[config.mk]
export PLATFORM = sky130hd
export DESIGN_NAME = servo_status_packet_receiver
export DESIGN_NICKNAME = d
export VERILOG_FILES = /design/src/sspr_pkg.sv /design/src/sspr_parser.sv /design/src/servo_status_packet_receiver.sv
export VERILOG_INCLUDE_DIRS = /design/src /design/src/src
export SDC_FILE = /design/constraint.sdc
export NUM_CORES = 1
export LEC_CHECK = 0
export ABC_AREA = 1
export BUFFER_PORTS_ARGS = -buffer_cell sky130_fd_sc_hd__buf_4
export CAP_MARGIN = 20
export CORE_MARGIN = 4
export CORE_UTILIZATION = 53
export DETAILED_ROUTE_END_ITERATION = 10
export GPL_TIMING_DRIVEN = 0
export HOLD_SLACK_MARGIN = 0.06
export PLACE_DENSITY_LB_ADDON = 0.15
export SYNTH_ARGS = -nofsm -noshare
export SYNTH_HDL_FRONTEND = slang
export SYNTH_SLANG_ARGS = --single-unit
export TNS_END_PERCENT = 20
[constraint.sdc]
create_clock -name aclk -period 2.1 [get_ports aclk]
set_input_delay 0.105 -clock aclk [delete_from_list [all_inputs] [get_ports aclk]]
set_output_delay 0.105 -clock aclk [all_outputs]
set_load 0.005 [all_outputs]
[src/servo_status_packet_receiver_macros.svh]
// ------------------------------------------------------------------------
// servo status packet receiver assertion macros
// concurrent checks used by the receiver top level
// ------------------------------------------------------------------------
`ifndef SERVO_STATUS_PACKET_RECEIVER_MACROS_SVH
`define SERVO_STATUS_PACKET_RECEIVER_MACROS_SVH

// check that holds on every edge, reset included
`define SSPR_ASSERT_ALWAYS(label, clk, prop, msg) \
    label: assert property (@(posedge clk) (prop)) else $error(msg);

// implication checked outside reset
`define SSPR_ASSERT_IMPL(label, clk, rstn, ante, cons, msg) \
    label: assert property (@(posedge clk) disable iff (!rstn) (ante) |-> (cons)) \
        else $error(msg);

// implication whose consequent is checked in the following cycle, reset included
`define SSPR_ASSERT_NEXT(label, clk, ante, cons, msg) \
    label: assert property (@(posedge clk) (ante) |=> (cons)) else $error(msg);

`endif

[src/sspr_pkg.sv]
// ------------------------------------------------------------------------
// sspr_pkg
// types and codes for the servo status packet receiver
// ------------------------------------------------------------------------
`default_nettype none

package sspr_pkg;

    localparam logic [7:0] HDR_BYTE     = 8'hFF;
    localparam logic [7:0] LEN_OVERHEAD = 8'd2;

    typedef enum logic [1:0] {
        REQ_START   = 2'd0,
        REQ_BYTE    = 2'd1,
        REQ_TIMEOUT = 2'd2
    } req_t;

    typedef enum logic [2:0] {
        ST_OK       = 3'd0,
        ST_TIMEOUT  = 3'd1,
        ST_LENGTH   = 3'd2,
        ST_CHECKSUM = 3'd3,
        ST_ID       = 3'd4,
        ST_SERVO    = 3'd5
    } status_t;

    typedef enum logic [2:0] {
        PH_IDLE  = 3'd0,
        PH_HUNT  = 3'd1,
        PH_ID    = 3'd2,
        PH_LEN   = 3'd3,
        PH_ERR   = 3'd4,
        PH_PARAM = 3'd5,
        PH_CSUM  = 3'd6
    } phase_t;

    localparam logic KIND_PARAM = 1'b0;
    localparam logic KIND_FINAL = 1'b1;

    typedef struct packed {
        logic [1:0] req_type;
        logic [7:0] byte_value;
        logic [7:0] match_id;
        logic [7:0] capacity;
    } in_item_t;

    typedef struct packed {
        logic       out_kind;
        logic [7:0] param_value;
        logic [7:0] param_index;
        logic [2:0] status;
        logic [7:0] servo_error;
        logic [7:0] param_count;
        logic       last;
    } out_item_t;

endpackage

`default_nettype wire

[src/sspr_parser.sv]
// ------------------------------------------------------------------------
// sspr_parser
// byte-wise status packet state machine, one request per cycle while take is high
// ------------------------------------------------------------------------
`default_nettype none

module sspr_parser (
    input  wire logic             aclk,
    input  wire logic             aresetn,
    input  wire logic             take,
    input  wire sspr_pkg::in_item_t req,
    output logic                  res_valid,
    output sspr_pkg::out_item_t   res
);
    import sspr_pkg::*;

    phase_t     phase_reg, phase_next;
    logic [7:0] prev_byte_reg, prev_byte_next;
    logic [7:0] want_id_reg, want_id_next;
    logic [7:0] cap_limit_reg, cap_limit_next;
    logic [7:0] got_id_reg, got_id_next;
    logic [7:0] got_error_reg, got_error_next;
    logic [7:0] sum_reg, sum_next;
    logic [7:0] left_reg, left_next;
    logic [7:0] pos_reg, pos_next;
    logic [7:0] kept_err_reg, kept_err_next;

    logic [7:0] b;
    logic [7:0] len_params;

    assign b          = req.byte_value;
    assign len_params = b - LEN_OVERHEAD;

    always_ff @(posedge aclk) begin
        if (!aresetn) begin
            phase_reg     <= PH_IDLE;
            prev_byte_reg <= '0;
            want_id_reg   <= '0;
            cap_limit_reg <= '0;
            got_id_reg    <= '0;
            got_error_reg <= '0;
            sum_reg       <= '0;
            left_reg      <= '0;
            pos_reg       <= '0;
            kept_err_reg  <= '0;
        end else begin
            phase_reg     <= phase_next;
            prev_byte_reg <= prev_byte_next;
            want_id_reg   <= want_id_next;
            cap_limit_reg <= cap_limit_next;
            got_id_reg    <= got_id_next;
            got_error_reg <= got_error_next;
            sum_reg       <= sum_next;
            left_reg      <= left_next;
            pos_reg       <= pos_next;
            kept_err_reg  <= kept_err_next;
        end
    end

    always_comb begin
        phase_next     = phase_reg;
        prev_byte_next = prev_byte_reg;
        want_id_next   = want_id_reg;
        cap_limit_next = cap_limit_reg;
        got_id_next    = got_id_reg;
        got_error_next = got_error_reg;
        sum_next       = sum_reg;
        left_next      = left_reg;
        pos_next       = pos_reg;
        kept_err_next  = kept_err_reg;
        res_valid      = 1'b0;
        res            = '0;
        res.servo_error = kept_err_reg;

        if (take) begin
            unique case (req.req_type)
                REQ_START: begin
                    want_id_next   = req.match_id;
                    cap_limit_next = req.capacity;
                    prev_byte_next = '0;
                    got_id_next    = '0;
                    got_error_next = '0;
                    sum_next       = '0;
                    left_next      = '0;
                    pos_next       = '0;
                    phase_next     = PH_HUNT;
                end
                REQ_TIMEOUT: begin
                    if (phase_reg != PH_IDLE) begin
                        res_valid    = 1'b1;
                        res.out_kind = KIND_FINAL;
                        res.status   = ST_TIMEOUT;
                        res.last     = 1'b1;
                        phase_next   = PH_IDLE;
                    end
                end
                REQ_BYTE: begin
                    unique case (phase_reg)
                        PH_HUNT: begin
                            if (prev_byte_reg == HDR_BYTE && b == HDR_BYTE) begin
                                phase_next = PH_ID;
                            end else begin
                                prev_byte_next = b;
                            end
                        end
                        PH_ID: begin
                            got_id_next = b;
                            sum_next    = b;
                            phase_next  = PH_LEN;
                        end
                        PH_LEN: begin
                            sum_next = sum_reg + b;
                            if (b < LEN_OVERHEAD || len_params > cap_limit_reg) begin
                                res_valid    = 1'b1;
                                res.out_kind = KIND_FINAL;
                                res.status   = ST_LENGTH;
                                res.last     = 1'b1;
                                phase_next   = PH_IDLE;
                            end else begin
                                left_next  = len_params;
                                phase_next = PH_ERR;
                            end
                        end
                        PH_ERR: begin
                            got_error_next = b;
                            sum_next       = sum_reg + b;
                            phase_next     = (left_reg != '0) ? PH_PARAM : PH_CSUM;
                        end
                        PH_PARAM: begin
                            sum_next        = sum_reg + b;
                            pos_next        = pos_reg + 8'd1;
                            left_next       = left_reg - 8'd1;
                            if (left_reg == 8'd1) begin
                                phase_next = PH_CSUM;
                            end
                            res_valid       = 1'b1;
                            res.out_kind    = KIND_PARAM;
                            res.param_value = b;
                            res.param_index = pos_reg;
                            res.servo_error = '0;
                        end
                        PH_CSUM: begin
                            res_valid    = 1'b1;
                            res.out_kind = KIND_FINAL;
                            res.last     = 1'b1;
                            phase_next   = PH_IDLE;
                            if (b != ~sum_reg) begin
                                res.status = ST_CHECKSUM;
                            end else if (got_id_reg != want_id_reg) begin
                                res.status = ST_ID;
                            end else begin
                                kept_err_next   = got_error_reg;
                                res.servo_error = got_error_reg;
                                res.param_count = pos_reg;
                                res.status      = (got_error_reg != '0) ? ST_SERVO : ST_OK;
                            end
                        end
                        default: begin
                        end
                    endcase
                end
                default: begin
                end
            endcase
        end
    end

endmodule

`default_nettype wire

[src/servo_status_packet_receiver.sv]
// ------------------------------------------------------------------------
// servo_status_packet_receiver
// status reply receiver for a half-duplex servo bus
// ------------------------------------------------------------------------
// s_ channel: one request per transfer, start (expected id and capacity),
//   received byte, or timeout
// m_ channel: parameter bytes as they arrive, then one final status with
//   last set; requests that cause no result produce nothing
// latency: a result appears on m_valid the cycle after its request is
//   taken
// throughput: one request per cycle, set by the single output register;
//   s_ready is high whenever that register is empty or being drained
// reset: the receiver goes idle, all kept values clear, m_valid drops
// stall: while m_valid is high and m_ready low, s_ready is low and the
//   pending result holds
// the receiver ignores bytes and timeouts while idle; a start during a
//   reply drops it silently
// ------------------------------------------------------------------------
`default_nettype none

module servo_status_packet_receiver (
    input  wire logic                aclk,
    input  wire logic                aresetn,
    input  wire logic                s_valid,
    output logic                     s_ready,
    input  wire sspr_pkg::in_item_t  s_data,
    output logic                     m_valid,
    input  wire logic                m_ready,
    output sspr_pkg::out_item_t      m_data
);
    import sspr_pkg::*;

    `include "servo_status_packet_receiver_macros.svh"

    logic      take;
    logic      res_valid;
    out_item_t res;
    logic      m_valid_reg, m_valid_next;
    out_item_t m_data_reg, m_data_next;

    assign s_ready = !m_valid_reg || m_ready;
    assign take    = s_valid && s_ready;

    sspr_parser u_parser (
        .aclk      (aclk),
        .aresetn   (aresetn),
        .take      (take),
        .req       (s_data),
        .res_valid (res_valid),
        .res       (res)
    );

    always_comb begin
        m_valid_next = m_valid_reg;
        m_data_next  = m_data_reg;
        if (s_ready) begin
            m_valid_next = res_valid;
            m_data_next  = res;
        end
    end

    always_ff @(posedge aclk) begin
        if (!aresetn) begin
            m_valid_reg <= 1'b0;
        end else begin
            m_valid_reg <= m_valid_next;
        end
    end

    always_ff @(posedge aclk) begin
        m_data_reg <= m_data_next;
    end

    assign m_valid = m_valid_reg;
    assign m_data  = m_data_reg;

    `SSPR_ASSERT_NEXT(a_reset_clears, aclk, !aresetn, !m_valid, "result valid after reset")
    `SSPR_ASSERT_IMPL(a_last_is_final, aclk, aresetn, m_valid, m_data.last == m_data.out_kind, "last and kind disagree")
    `SSPR_ASSERT_IMPL(a_count_only_ok, aclk, aresetn, m_valid && m_data.param_count != 8'd0, m_data.status == ST_OK || m_data.status == ST_SERVO, "count on failed reply")
    `SSPR_ASSERT_ALWAYS(a_no_take_stalled, aclk, !aresetn || !(m_valid && !m_ready && s_ready), "taken while stalled")

endmodule

`default_nettype wire
==> results.tsv, run 1 <==
metric	value	unit
ys.flop_type	dfxtp_1	
ys_ff_latch	112	
cts-root-buf	clkbuf_16	
leakagePower	0.00309	uW
path_max_fanout	10	
wire_per_inst	16.1	um
worstPathArrival	2.04	ns
drive_gt1_share	18.8	%
overflow	0	
crit_type	register to register	
relSlewSlack	47.8	%
ys_types	54	
rsz0062_at_grt	yes	
die_area	13100	sq um
power_per_cell_area	659	nW/um^2
finClkSkew	0.00831	ns
multi_input_area	2910	sq um
syn_nets	792	
reg2reg_depth	10	
drv_slew	0	
r2r_end	m_data[15]$_DFFE_PN_	
cp-start-kind	register	
critPathRequiredTime	2.20	ns
power_switching	1330	uW
post_synth.cell_area_avg	8.13	sq um
regArea	2600	sq um
power.internal	3400	uW
power.share.clock	33.5	%
ir_drop	552	uV
ios	69	
hp-start	s_data[4]	
fmax	514	MHz
largest_reg_flops	36	
vias_per_cell	5.50	
cts_tree	done	
ys_async_sr_fraction	0	%
timing.rr.start	u_parser.sum_reg[3]$_SDFFE_PN0P_	
syn_inst	738	
antennaDiodeCount	0	
fin_cells	979	
fin_crit_sh	92.6	%
r2r_slack	0.16	ns
cts_buffers	9	
vias	5381	
initial_core_util	54.8	%
drt-pass1-iter-count	8	
path_clk_slew	0.07	ns
fillers	933	
hold_end	u_parser.cap_limit_reg[4]$_SDFFE_PN0P_	
tightest_slew	0.783	ns
dp_cells	946	
clock_path_buffers	2	
final_net_count	888	
cts_sinks	112	
total_power	4730	uW
synthTopCellsByArea	dfxtp_1 25%, edfxtp_1 18%, nand2_1 9.0%	
timing.max_cap.violations	0	
worstSkewPairLatency	0.35	ns
dp_hpwl	11800	um
finalHoldViolCount	0	
grt_pass1_vias	5349	
fp.coreArea	10900	sq um
grt_pass1_wl	25500	um
p_seq_share	49.5	%
antenna_found_initial	0	
synth_enable_flop_cells	36	
comb_power_share	17.0	%
fp.dieW	114	um
cts-htree-levels	3	
netlist.area_leader.share	25.4	%
globalplace.congestion	0.965	
area_growth	19.7	%
ys_warn_count	0	
ys_seq_area_share	43.4	%
final_antenna_net_count	0	
die_h	114	um
final.min_clock_period	1.94	ns
grtUsageTotal	24.7	%
holdWs	0.0659	ns
drtIter0Drc	354	
outcome	finished, final reports clean	
io_buffers	67	
end_kind	register	
row_count	38	
grt_max_degree	27	
drc	0	
synth.cell_area	6000	sq um
setup_viol	0	
hold_path.class	primary input to register	
switching_share	28.1	%
yosysTopAreaCell	dfxtp_1	
whs_path_depth	3	
drt_wl_total	15700	um
[synth_stat cells (3+ instances only)]
library cell  number
clkbuf_1           8
a21oi_1           80
nor3_2             4
nor4_1             4
nand4_1           20
nand2_1          143
a21boi_0           3
o211ai_1           3
buf_2              3
nor2_1            67
nand2_4            3
o21ai_0           39
nor3_1             5
dfxtp_1           76
or2_2              4
inv_2             10
inv_4              3
inv_1             75
buf_6              8
nor2_4             5
nand2_2            5
or2_1              3
xnor2_1            7
edfxtp_1          36
nand3_1           48
xor2_1             8
ha_1              23
buf_4              6
[power groups by stage]
stage               clock network [uW]  logic, uW  registers [uW]
global placement                     0        735            2390
global route                      1690        894            2350
CTS                               1600        785            2340
floorplan                            0        536            2380
finish                            1590        805            2340
detailed placement                   0        763            2390
[cell type report]
| type | instances | share of cell area [%] |
|---|---|---|
| multi-input cells | 512 | 40.6 |
| flip-flops and latches | 112 | 36.3 |
| repair buffers | 85 | 9.66 |
| inverters | 89 | 4.83 |
| clock buffers | 11 | 3.24 |
| plain buffers | 25 | 2.56 |
| well taps | 140 | 2.44 |
| clock inverters | 5 | 0.453 |
[logic make-up (layout without fill, tap and decap cells)]
family          after synthesis  in the layout  synth area share (%)
simple gates                326            326                  26.5
compound gates              147            147                  14.1
buf+inv                     114            215                  8.70
flops                       112            112                  43.4
fa+ha+maj                    24             24                  5.13
xor+xnor                     15             15                  2.19
[layer usage]
layer | up-vias | routed length, um | track usage, % | share of wire (%)
met4 | 0 | 429 | 10.8 | 2.7
met3 | 35 | 1000 | 4.23 | 6.4
met5 | - | 0 | 0 | 0
met1 | 2497 | 6720 | 30.8 | 43
li1 | 2664 | - | - | -
met2 | 185 | 7570 | 42.1 | 48
[worst max path at each step]
stage	slack, ns	to	from	depth (start not counted)
floorplan	0.15	u_parser.left_reg[1]$_SDFFE_PN0P_	s_data[17]	18
detailed placement	-0.38	u_parser.left_reg[3]$_SDFFE_PN0P_	s_data[17]	19
global route	-0.02	u_parser.left_reg[7]$_SDFFE_PN0P_	s_data[17]	20
CTS	0.01	u_parser.left_reg[3]$_SDFFE_PN0P_	s_data[17]	19
finish	0.16	m_data[15]$_DFFE_PN_	u_parser.sum_reg[3]$_SDFFE_PN0P_	10
global placement	-0.31	u_parser.left_reg[4]$_SDFFE_PN0P_	s_data[18]	19
[worst max-delay path, stage by stage, from the launching register on]
cell     delay, ns
dfxtp_1       0.34
ha_4          0.30
nand2_1       0.05
inv_1         0.08
nand3_1       0.12
nor3_4        0.19
buf_4         0.17
nand3_4       0.11
buf_6         0.18
nand2_2       0.06
o21ai_0       0.07
[through the flow]
stage	setup WS, ns	area, sq um	util, %	TNS, ns
after floorplan	0.150	6000	-	0
after global placement	-0.306	6680	61.0	-2.90
after detailed placement	-0.377	6700	61.3	-3.61
after CTS	0.0131	7110	65.0	0
after global routing	-0.0228	7180	65.6	-0.0393
final	0.156	7180	65.6	0
[what timing repair did]
| item | in CTS | in global routing |
|---|---|---|
| endpoints found under the setup margin | 7 | 13 |
| setup buffers | 1 | 2 |
| pin swaps | 1 | 3 |
| hold buffers | 13 | 1 |
| endpoints found under the hold margin | 13 | 1 |
| resized for setup | 0 | 11 |
[cell usage in the layout, fill, tap and decap left out, types with 3 or more instances in the layout]
cell type      instances
a21boi_0               3
a21oi_1               80
buf_2                  3
buf_4                 75
buf_6                  9
clkbuf_1              10
clkbuf_16              9
dfxtp_1               76
dlygate4sd3_1         14
edfxtp_1              36
ha_1                  20
inv_1                 75
inv_2                 10
inv_4                  5
nand2_1              142
nand2_2                5
nand2_4                4
nand3_1               48
nand4_1               20
nor2_1                66
nor2_4                 5
nor3_1                 5
nor3_2                 4
nor4_1                 4
o211ai_1               3
o21ai_0               39
or2_1                  3
or2_2                  4
xnor2_1                7
xor2_1                 8
Note: power is estimated with default switching activity, not from simulation.
==> inputs of run 2 (changes only) <==
--- a/config.mk
+++ b/config.mk
@@ -10,7 +10,7 @@
 export BUFFER_PORTS_ARGS = -buffer_cell sky130_fd_sc_hd__buf_4
 export CAP_MARGIN = 20
 export CORE_MARGIN = 4
-export CORE_UTILIZATION = 53
+export CORE_UTILIZATION = 35
 export DETAILED_ROUTE_END_ITERATION = 10
 export GPL_TIMING_DRIVEN = 0
 export HOLD_SLACK_MARGIN = 0.06
==> run 2 against run 1 <==
Compared with the run above:
- first-iteration DRC count is 21% lower
- fmax is 2.8% lower
- via count is 2.9% lower
- sequential power hardly changed
- core utilization is 21 points lower
- clock power is 20% higher
- die area is 47% higher
- critical endpoint is now m_data[18]$_SDFFCE_PN0N_
- largest cell class unchanged
==> results.tsv, run 2 (synthesis results as in run 1) <==
metric	value	unit	change
outcome	finished, final reports clean		unchanged
critPathRequiredTime	2.21	ns	was 2.20 ns
crit_type	primary input to register		was register to register
grt_pass1_vias	5049		was 5349
tightest_slew	0.913	ns	was 0.783 ns
largest_reg_flops	36		unchanged
critical_path.cell_chain	buf_4 > clkinvlp_4 > ha_4 > nand3_2 > inv_1 > nand3_1 > nand2_1 > nand2_1 > ha_1 > a21o_1 > nor2_1 > nand2_1 > nand2_1 > nand2_2 > buf_4 > nand3_1 > o31ai_1		was ha_4 > nand2_1 > inv_1 > nand3_1 > nor3_4 > buf_4 > nand3_4 > buf_6 > nand2_2 > o21ai_0
slowest_stage	ha_1		was dfxtp_1
finalCoreUtilization	44.1	%	was 65.6%
end_kind	register		unchanged
fillers	1688		was 933
ir_drop	460	uV	was 552 uV
antenna_found_initial	0		unchanged
timing.max_cap.violations	0		unchanged
p_seq_share	46.2	%	was 49.5%
layout_commonest_cell	nand2_1		unchanged
antennaDiodeCount	0		unchanged
fin_crit_sh	95.2	%	was 92.6%
fin_cells	1060		was 979
area_growth	22.9	%	was 19.7%
final.min_clock_period	2.00	ns	was 1.94 ns
die_area	19300	sq um	was 13100 sq um
comb_power_share	16.1	%	was 17.0%
row_count	47		was 38
path_clk_slew	0.08	ns	was 0.07 ns
fmax	500	MHz	was 514 MHz
cts_sinks	112		unchanged
dp_cells	1025		was 946
drt_wl_total	16800	um	was 15700 um
setup_viol	0		unchanged
wire_per_inst	15.8	um	was 16.1 um
switching_share	29.2	%	was 28.1%
cts_tree	done		unchanged
fin_area	7370	sq um	was 7180 sq um
power_switching	1480	uW	was 1330 uW
drc	0		unchanged
leakagePower	0.00311	uW	was 0.00309 uW
cts-htree-levels	3		unchanged
place_area	6780	sq um	was 6700 sq um
drtIter0Drc	280		was 354
drt-pass1-iter-count	5		was 8
cts-root-buf	clkbuf_16		unchanged
cpPeakStageDelay	0.31	ns	was 0.34 ns
worstPathArrival	2.11	ns	was 2.04 ns
overflow	0		unchanged
path_max_fanout	4		was 10
grt_max_degree	39		was 27
cts_buffers	9		unchanged
drive_gt1_share	19.8	%	was 18.8%
crit_family	simple AND/OR/NAND/NOR gates		unchanged
power_per_cell_area	687	nW/um^2	was 659 nW/um^2
multi_input_area	2940	sq um	was 2910 sq um
relSlewSlack	38.9	%	was 47.8%
vias_per_cell	4.93		was 5.50
dp_hpwl	12900	um	was 11800 um
clock_path_buffers	2		unchanged
ios	69		unchanged
fp.coreArea	16700	sq um	was 10900 sq um
fp.dieW	139	um	was 114 um
finClkSkew	0.0117	ns	was 0.00831 ns
holdWs	0.0968	ns	was 0.0659 ns
final_net_count	889		was 888
grt_pass1_wl	26800	um	was 25500 um
regArea	2600	sq um	unchanged
worstSkewPairLatency	0.37	ns	was 0.35 ns
final_antenna_net_count	0		unchanged
hold_path.class	primary input to register		unchanged
io_buffers	67		unchanged
initial_core_util	35.9	%	was 54.8%
drv_slew	0		unchanged
vias	5223		was 5381
globalplace.congestion	0.914		was 0.965
finalHoldViolCount	0		unchanged
cp-start-kind	primary input		was register
cp_common_cell	nand2_1		
grtUsageTotal	17.3	%	was 24.7%
mostFrequentLayoutCells	141 x nand2_1, 80 x a21oi_1, 76 x buf_4, 76 x dfxtp_1, 73 x inv_1		was 142 x nand2_1, 80 x a21oi_1, 76 x dfxtp_1
power.internal	3580	uW	was 3400 uW
die_h	139	um	was 114 um
crit_buf_inv	4		was 3
power.share.clock	37.7	%	was 33.5%
==> run 2: final cells by class <==
| class | count | area share, % |
|---|---|---|
| buffer | 24 | 2.34 |
| clock buffer | 9 | 3.05 |
| clock inverter | 7 | 1.46 |
| inverter | 89 | 4.80 |
| multi-input combinational | 512 | 39.9 |
| sequential | 112 | 35.3 |
| tap | 220 | 3.73 |
| timing repair buffer | 87 | 9.42 |
==> run 2: worst paths after layout <==
check,slack (ns),endpoint,start,cells past startpoint
setup reg to reg,0.14,m_data[10]$_DFFE_PN_,u_parser.sum_reg[3]$_SDFFE_PN0P_,11
setup / recovery,0.10,m_data[18]$_SDFFCE_PN0N_,s_data[18],17
hold reg to reg,0.46,u_parser.kept_err_reg[5]$_SDFFE_PN0P_,u_parser.kept_err_reg[5]$_SDFFE_PN0P_,2
hold / removal,0.1,u_parser.want_id_reg[0]$_SDFFE_PN0P_,s_data[8],3
==> run 2: per-stage QoR <==
| step | total power (uW) | setup slack [ns] | TNS [ns] |
|---|---|---|---|
| finish | 5060 | 0.100 | 0 |
| global route | 5310 | -0.00670 | -0.0106 |
| CTS | 5090 | 0.0392 | 0 |
| detailed placement | 3160 | -0.443 | -4.31 |
| global placement | 3150 | -0.442 | -4.33 |
| floorplan | 2910 | 0.150 | 0 |
==> run 2: power by group through the flow <==
stage / registers (uW) / clock network [uW] / logic (uW)
2_1_floorplan: 2380 / 0 / 536
3_3_place_gp: 2390 / 0 / 761
3_5_place_dp: 2390 / 0 / 771
4_1_cts: 2340 / 1950 / 801
5_1_grt: 2350 / 2050 / 917
6_report: 2340 / 1910 / 816
==> run 2: timing repair <==
action	in CTS	in global routing
pin swaps	0	3
hold buffers	15	0
gates resized for setup	5	11
setup buffers	0	5
setup endpoints to repair	7	19
hold endpoints to repair	15	0
==> run 2: layer usage <==
| layer | vias to the layer above | part of all wire [%] | global-route usage [%] |
|---|---|---|---|
| li1 | 2660 | - | - |
| met1 | 2419 | 47 | 24.0 |
| met2 | 126 | 47 | 27.8 |
| met3 | 18 | 4.7 | 3.00 |
| met4 | 0 | 1.3 | 5.15 |
| met5 | - | 0 | 0 |
==> run 2: tightest hold or removal path: cells and delay by family <==
family,cells,cell delay (ns)
compound gates,2,0.23
buf+inv,1,0.08
==> inputs of run 3 (changes only) <==
--- a/config.mk
+++ b/config.mk
@@ -9,12 +9,14 @@
 export ABC_AREA = 1
 export BUFFER_PORTS_ARGS = -buffer_cell sky130_fd_sc_hd__buf_4
 export CAP_MARGIN = 20
+export CELL_PAD_IN_SITES_DETAIL_PLACEMENT = 1
+export CELL_PAD_IN_SITES_GLOBAL_PLACEMENT = 2
 export CORE_MARGIN = 4
-export CORE_UTILIZATION = 35
+export CORE_UTILIZATION = 32
 export DETAILED_ROUTE_END_ITERATION = 10
 export GPL_TIMING_DRIVEN = 0
 export HOLD_SLACK_MARGIN = 0.06
-export PLACE_DENSITY_LB_ADDON = 0.15
+export PLACE_DENSITY = 0.8
 export SYNTH_ARGS = -nofsm -noshare
 export SYNTH_HDL_FRONTEND = slang
 export SYNTH_SLANG_ARGS = --single-unit
==> run 3 against run 2 <==
Compared with the run above:
- fmax decreased by 0.21%
- worst hold slack got worse by 0.033 ns
- non-clock buffer count decreased by 5
- critical path depth increased by 2
- first-iteration DRC count decreased by 12%
- final cell count increased by 0.38%
- sequential share of layout area increased by 0.20 points
- clock skew decreased by 0.0013 ns
- largest cell class unchanged
==> results.tsv, run 3 (synthesis results as in run 1) <==
metric	value	unit	change
antennaDiodeCount	0		unchanged
power_switching	1510	uW	was 1480 uW
fin_area	7330	sq um	was 7370 sq um
finalHoldViolCount	0		unchanged
antenna_found_initial	0		unchanged
final.min_clock_period	2.00	ns	about the same
fmax	499	MHz	was 500 MHz
cts-htree-levels	3		unchanged
critPathRequiredTime	2.36	ns	was 2.21 ns
grt_pass1_vias	5490		was 5049
cts_tree	done		unchanged
timing.max_cap.violations	0		unchanged
hold_end	u_parser.cap_limit_reg[7]$_SDFFE_PN0P_		was u_parser.want_id_reg[0]$_SDFFE_PN0P_
path_clk_slew	0.08	ns	about the same
vias_per_cell	5.05		was 4.93
globalRouteMet2Util	31.0	%	was 27.8%
path_max_fanout	10		was 4
final_net_count	884		was 889
setup_ws	0.0961	ns	was 0.100 ns
ir_drop	426	uV	was 460 uV
grtUsageTotal	18.0	%	was 17.3%
die_area	21000	sq um	was 19300 sq um
hold_path.class	primary input to register		unchanged
wire_per_inst	17.8	um	was 15.8 um
switching_share	30.6	%	was 29.2%
fp.coreArea	18200	sq um	was 16700 sq um
finClkSkew	0.0104	ns	was 0.0117 ns
power_per_cell_area	675	nW/um^2	was 687 nW/um^2
vias	5377		was 5223
critical_path.cell_chain	buf_4 > clkinvlp_4 > ha_4 > nand3_1 > inv_1 > nand3_1 > nand2_1 > nand2_1 > ha_4 > nand2_1 > nor2_2 > nand2_1 > nand2_1 > nand2_2 > nand2_4 > nand2_4 > buf_8 > a21oi_1 > nor2_1		was buf_4 > clkinvlp_4 > ha_4 > nand3_2 > inv_1 > nand3_1 > nand2_1 > nand2_1 > ha_1 > a21o_1 > nor2_1 > nand2_1 > nand2_1 > nand2_2 > buf_4 > nand3_1 > o31ai_1
place_area	6790	sq um	was 6780 sq um
busiest_layer	met2		unchanged
timing.rr.start	u_parser.sum_reg[3]$_SDFFE_PN0P_		unchanged
grt_max_degree	39		unchanged
cpPeakStageDelay	0.28	ns	was 0.31 ns
initial_core_util	32.9	%	was 35.9%
drt_wl_total	19000	um	was 16800 um
ios	69		unchanged
die_h	145	um	was 139 um
area_growth	22.2	%	was 22.9%
hp-start	s_data[7]		was s_data[8]
drv_slew	0		unchanged
worstPathArrival	2.27	ns	was 2.11 ns
globalplace.congestion	0.892		was 0.914
worstSkewPairLatency	0.37	ns	about the same
relSlewSlack	37.2	%	was 38.9%
final_antenna_net_count	0		unchanged
overflow	0		unchanged
cp-start-kind	primary input		unchanged
layout_commonest_cell	nand2_1		unchanged
row_count	49		was 47
p_seq_share	47.2	%	was 46.2%
drtIter0Drc	247		was 280
finalCoreUtilization	40.3	%	was 44.1%
fp.dieW	145	um	was 139 um
comb_power_share	17.0	%	was 16.1%
clock_path_buffers	2		unchanged
drive_gt1_share	19.9	%	was 19.8%
gr-usage-met1	23.4	%	was 24.0%
fin_crit_sh	95.4	%	was 95.2%
grt_pass1_wl	29200	um	was 26800 um
r2r_end	m_data[15]$_DFFE_PN_		was m_data[10]$_DFFE_PN_
cts-root-buf	clkbuf_16		unchanged
largest_reg_flops	36		unchanged
outcome	finished, final reports clean		unchanged
power.share.clock	35.8	%	was 37.7%
leakagePower	0.00307	uW	was 0.00311 uW
crit_type	primary input to register		unchanged
fillers	2165		was 1688
whs_path_depth	3		unchanged
tns	0	ns	unchanged
dpl_worst_slack	-0.537	ns	was -0.443 ns
drc	0		unchanged
slowest_stage	ha_4		was ha_1
end_kind	register		unchanged
cts_buffers	9		unchanged
tightest_slew	0.939	ns	was 0.913 ns
rsz0062_at_grt	yes		
dp_hpwl	14800	um	was 12900 um
setup_viol	0		unchanged
drt-pass1-iter-count	4		was 5
reg2reg_depth	10		was 11
r2r_slack	0.13	ns	was 0.14 ns
mostFrequentLayoutCells	140 x nand2_1, 79 x a21oi_1, 76 x dfxtp_1		was 141 x nand2_1, 80 x a21oi_1, 76 x buf_4, 76 x dfxtp_1, 73 x inv_1
cp_common_cell	nand2_1		unchanged
gr-usage-met3	2.99	%	was 3.00%
io_buffers	67		unchanged
power.internal	3440	uW	was 3580 uW
cts_sinks	112		unchanged
[run 3: changes by cell type in the layout (fill, tap and decap cells not counted), sizes merged]
cell and delta:
buf -1, bufinv -1, clkinv +3, clkinvlp +1, dlygate4sd3 -4, inv -3
[run 3: worst max-delay path: cells and delay by family]
kind	cells	cell delay (ns)
AOI/OAI and AO/OA	1	0.14
adders and majority gates	2	0.43
and+or+nand+nor	12	1.03
buffers and inverters	4	0.54
[run 3: worst max-delay path by stage]
stage,from,end,slack (ns),cells after the start
6_report,s_data[18],u_parser.left_reg[1]$_SDFFE_PN0P_,0.1,19
2_1_floorplan,s_data[17],u_parser.left_reg[1]$_SDFFE_PN0P_,0.15,18
3_3_place_gp,s_data[18],u_parser.left_reg[4]$_SDFFE_PN0P_,-0.49,19
5_1_grt,s_data[18],u_parser.left_reg[1]$_SDFFE_PN0P_,-0.03,19
3_5_place_dp,s_data[18],u_parser.left_reg[4]$_SDFFE_PN0P_,-0.54,19
4_1_cts,u_parser.sum_reg[3]$_SDFFE_PN0P_,m_data[14]$_DFFE_PN_,0.007,9
[run 3: per-stage QoR]
stage	total power, uW	std cells	hold WS [ns]
floorplan	2910	738	0.270
global placement	3160	1034	0.386
detailed placement	3190	1034	0.402
CTS	4980	1061	0.0605
global route	5180	1064	0.0748
finish	4950	1064	0.0640
[run 3: layer usage]
metal / up-vias / part of all wire (%)
li1: 2648 / -
met5: - / 0
met1: 2610 / 45
met4: 0 / 2.2
met2: 91 / 48
met3: 28 / 3.9
[run 3: cell type report]
type,instances,area [sq um],share of cell area [%]
Buffer,25,188,2.56
Clock buffer,9,225,3.07
Tap cell,229,287,3.91
Clock inverter,7,77.6,1.06
Inverter,89,354,4.83
Sequential cell,112,2600,35.5
Timing Repair Buffer,81,648,8.84
Multi-Input combinational cell,512,2950,40.2
[run 3: power by group through the flow]
stage               clock network, uW  logic [uW]  registers, uW
finish                           1770         841           2340
global route                     1910         928           2350
CTS                              1810         824           2340
detailed placement                  0         799           2390
global placement                    0         772           2390
floorplan                           0         536           2380
[run 3: repair_timing]
| item | CTS | global route |
|---|---|---|
| buffers inserted | 0 | 3 |
| resized for setup | 5 | 14 |
| hold buffers | 11 | 0 |
| gates cloned | 0 | 0 |
| pin swaps | 0 | 5 |
| hold endpoints to repair | 11 | 0 |
| setup endpoints to repair | 11 | 21 |
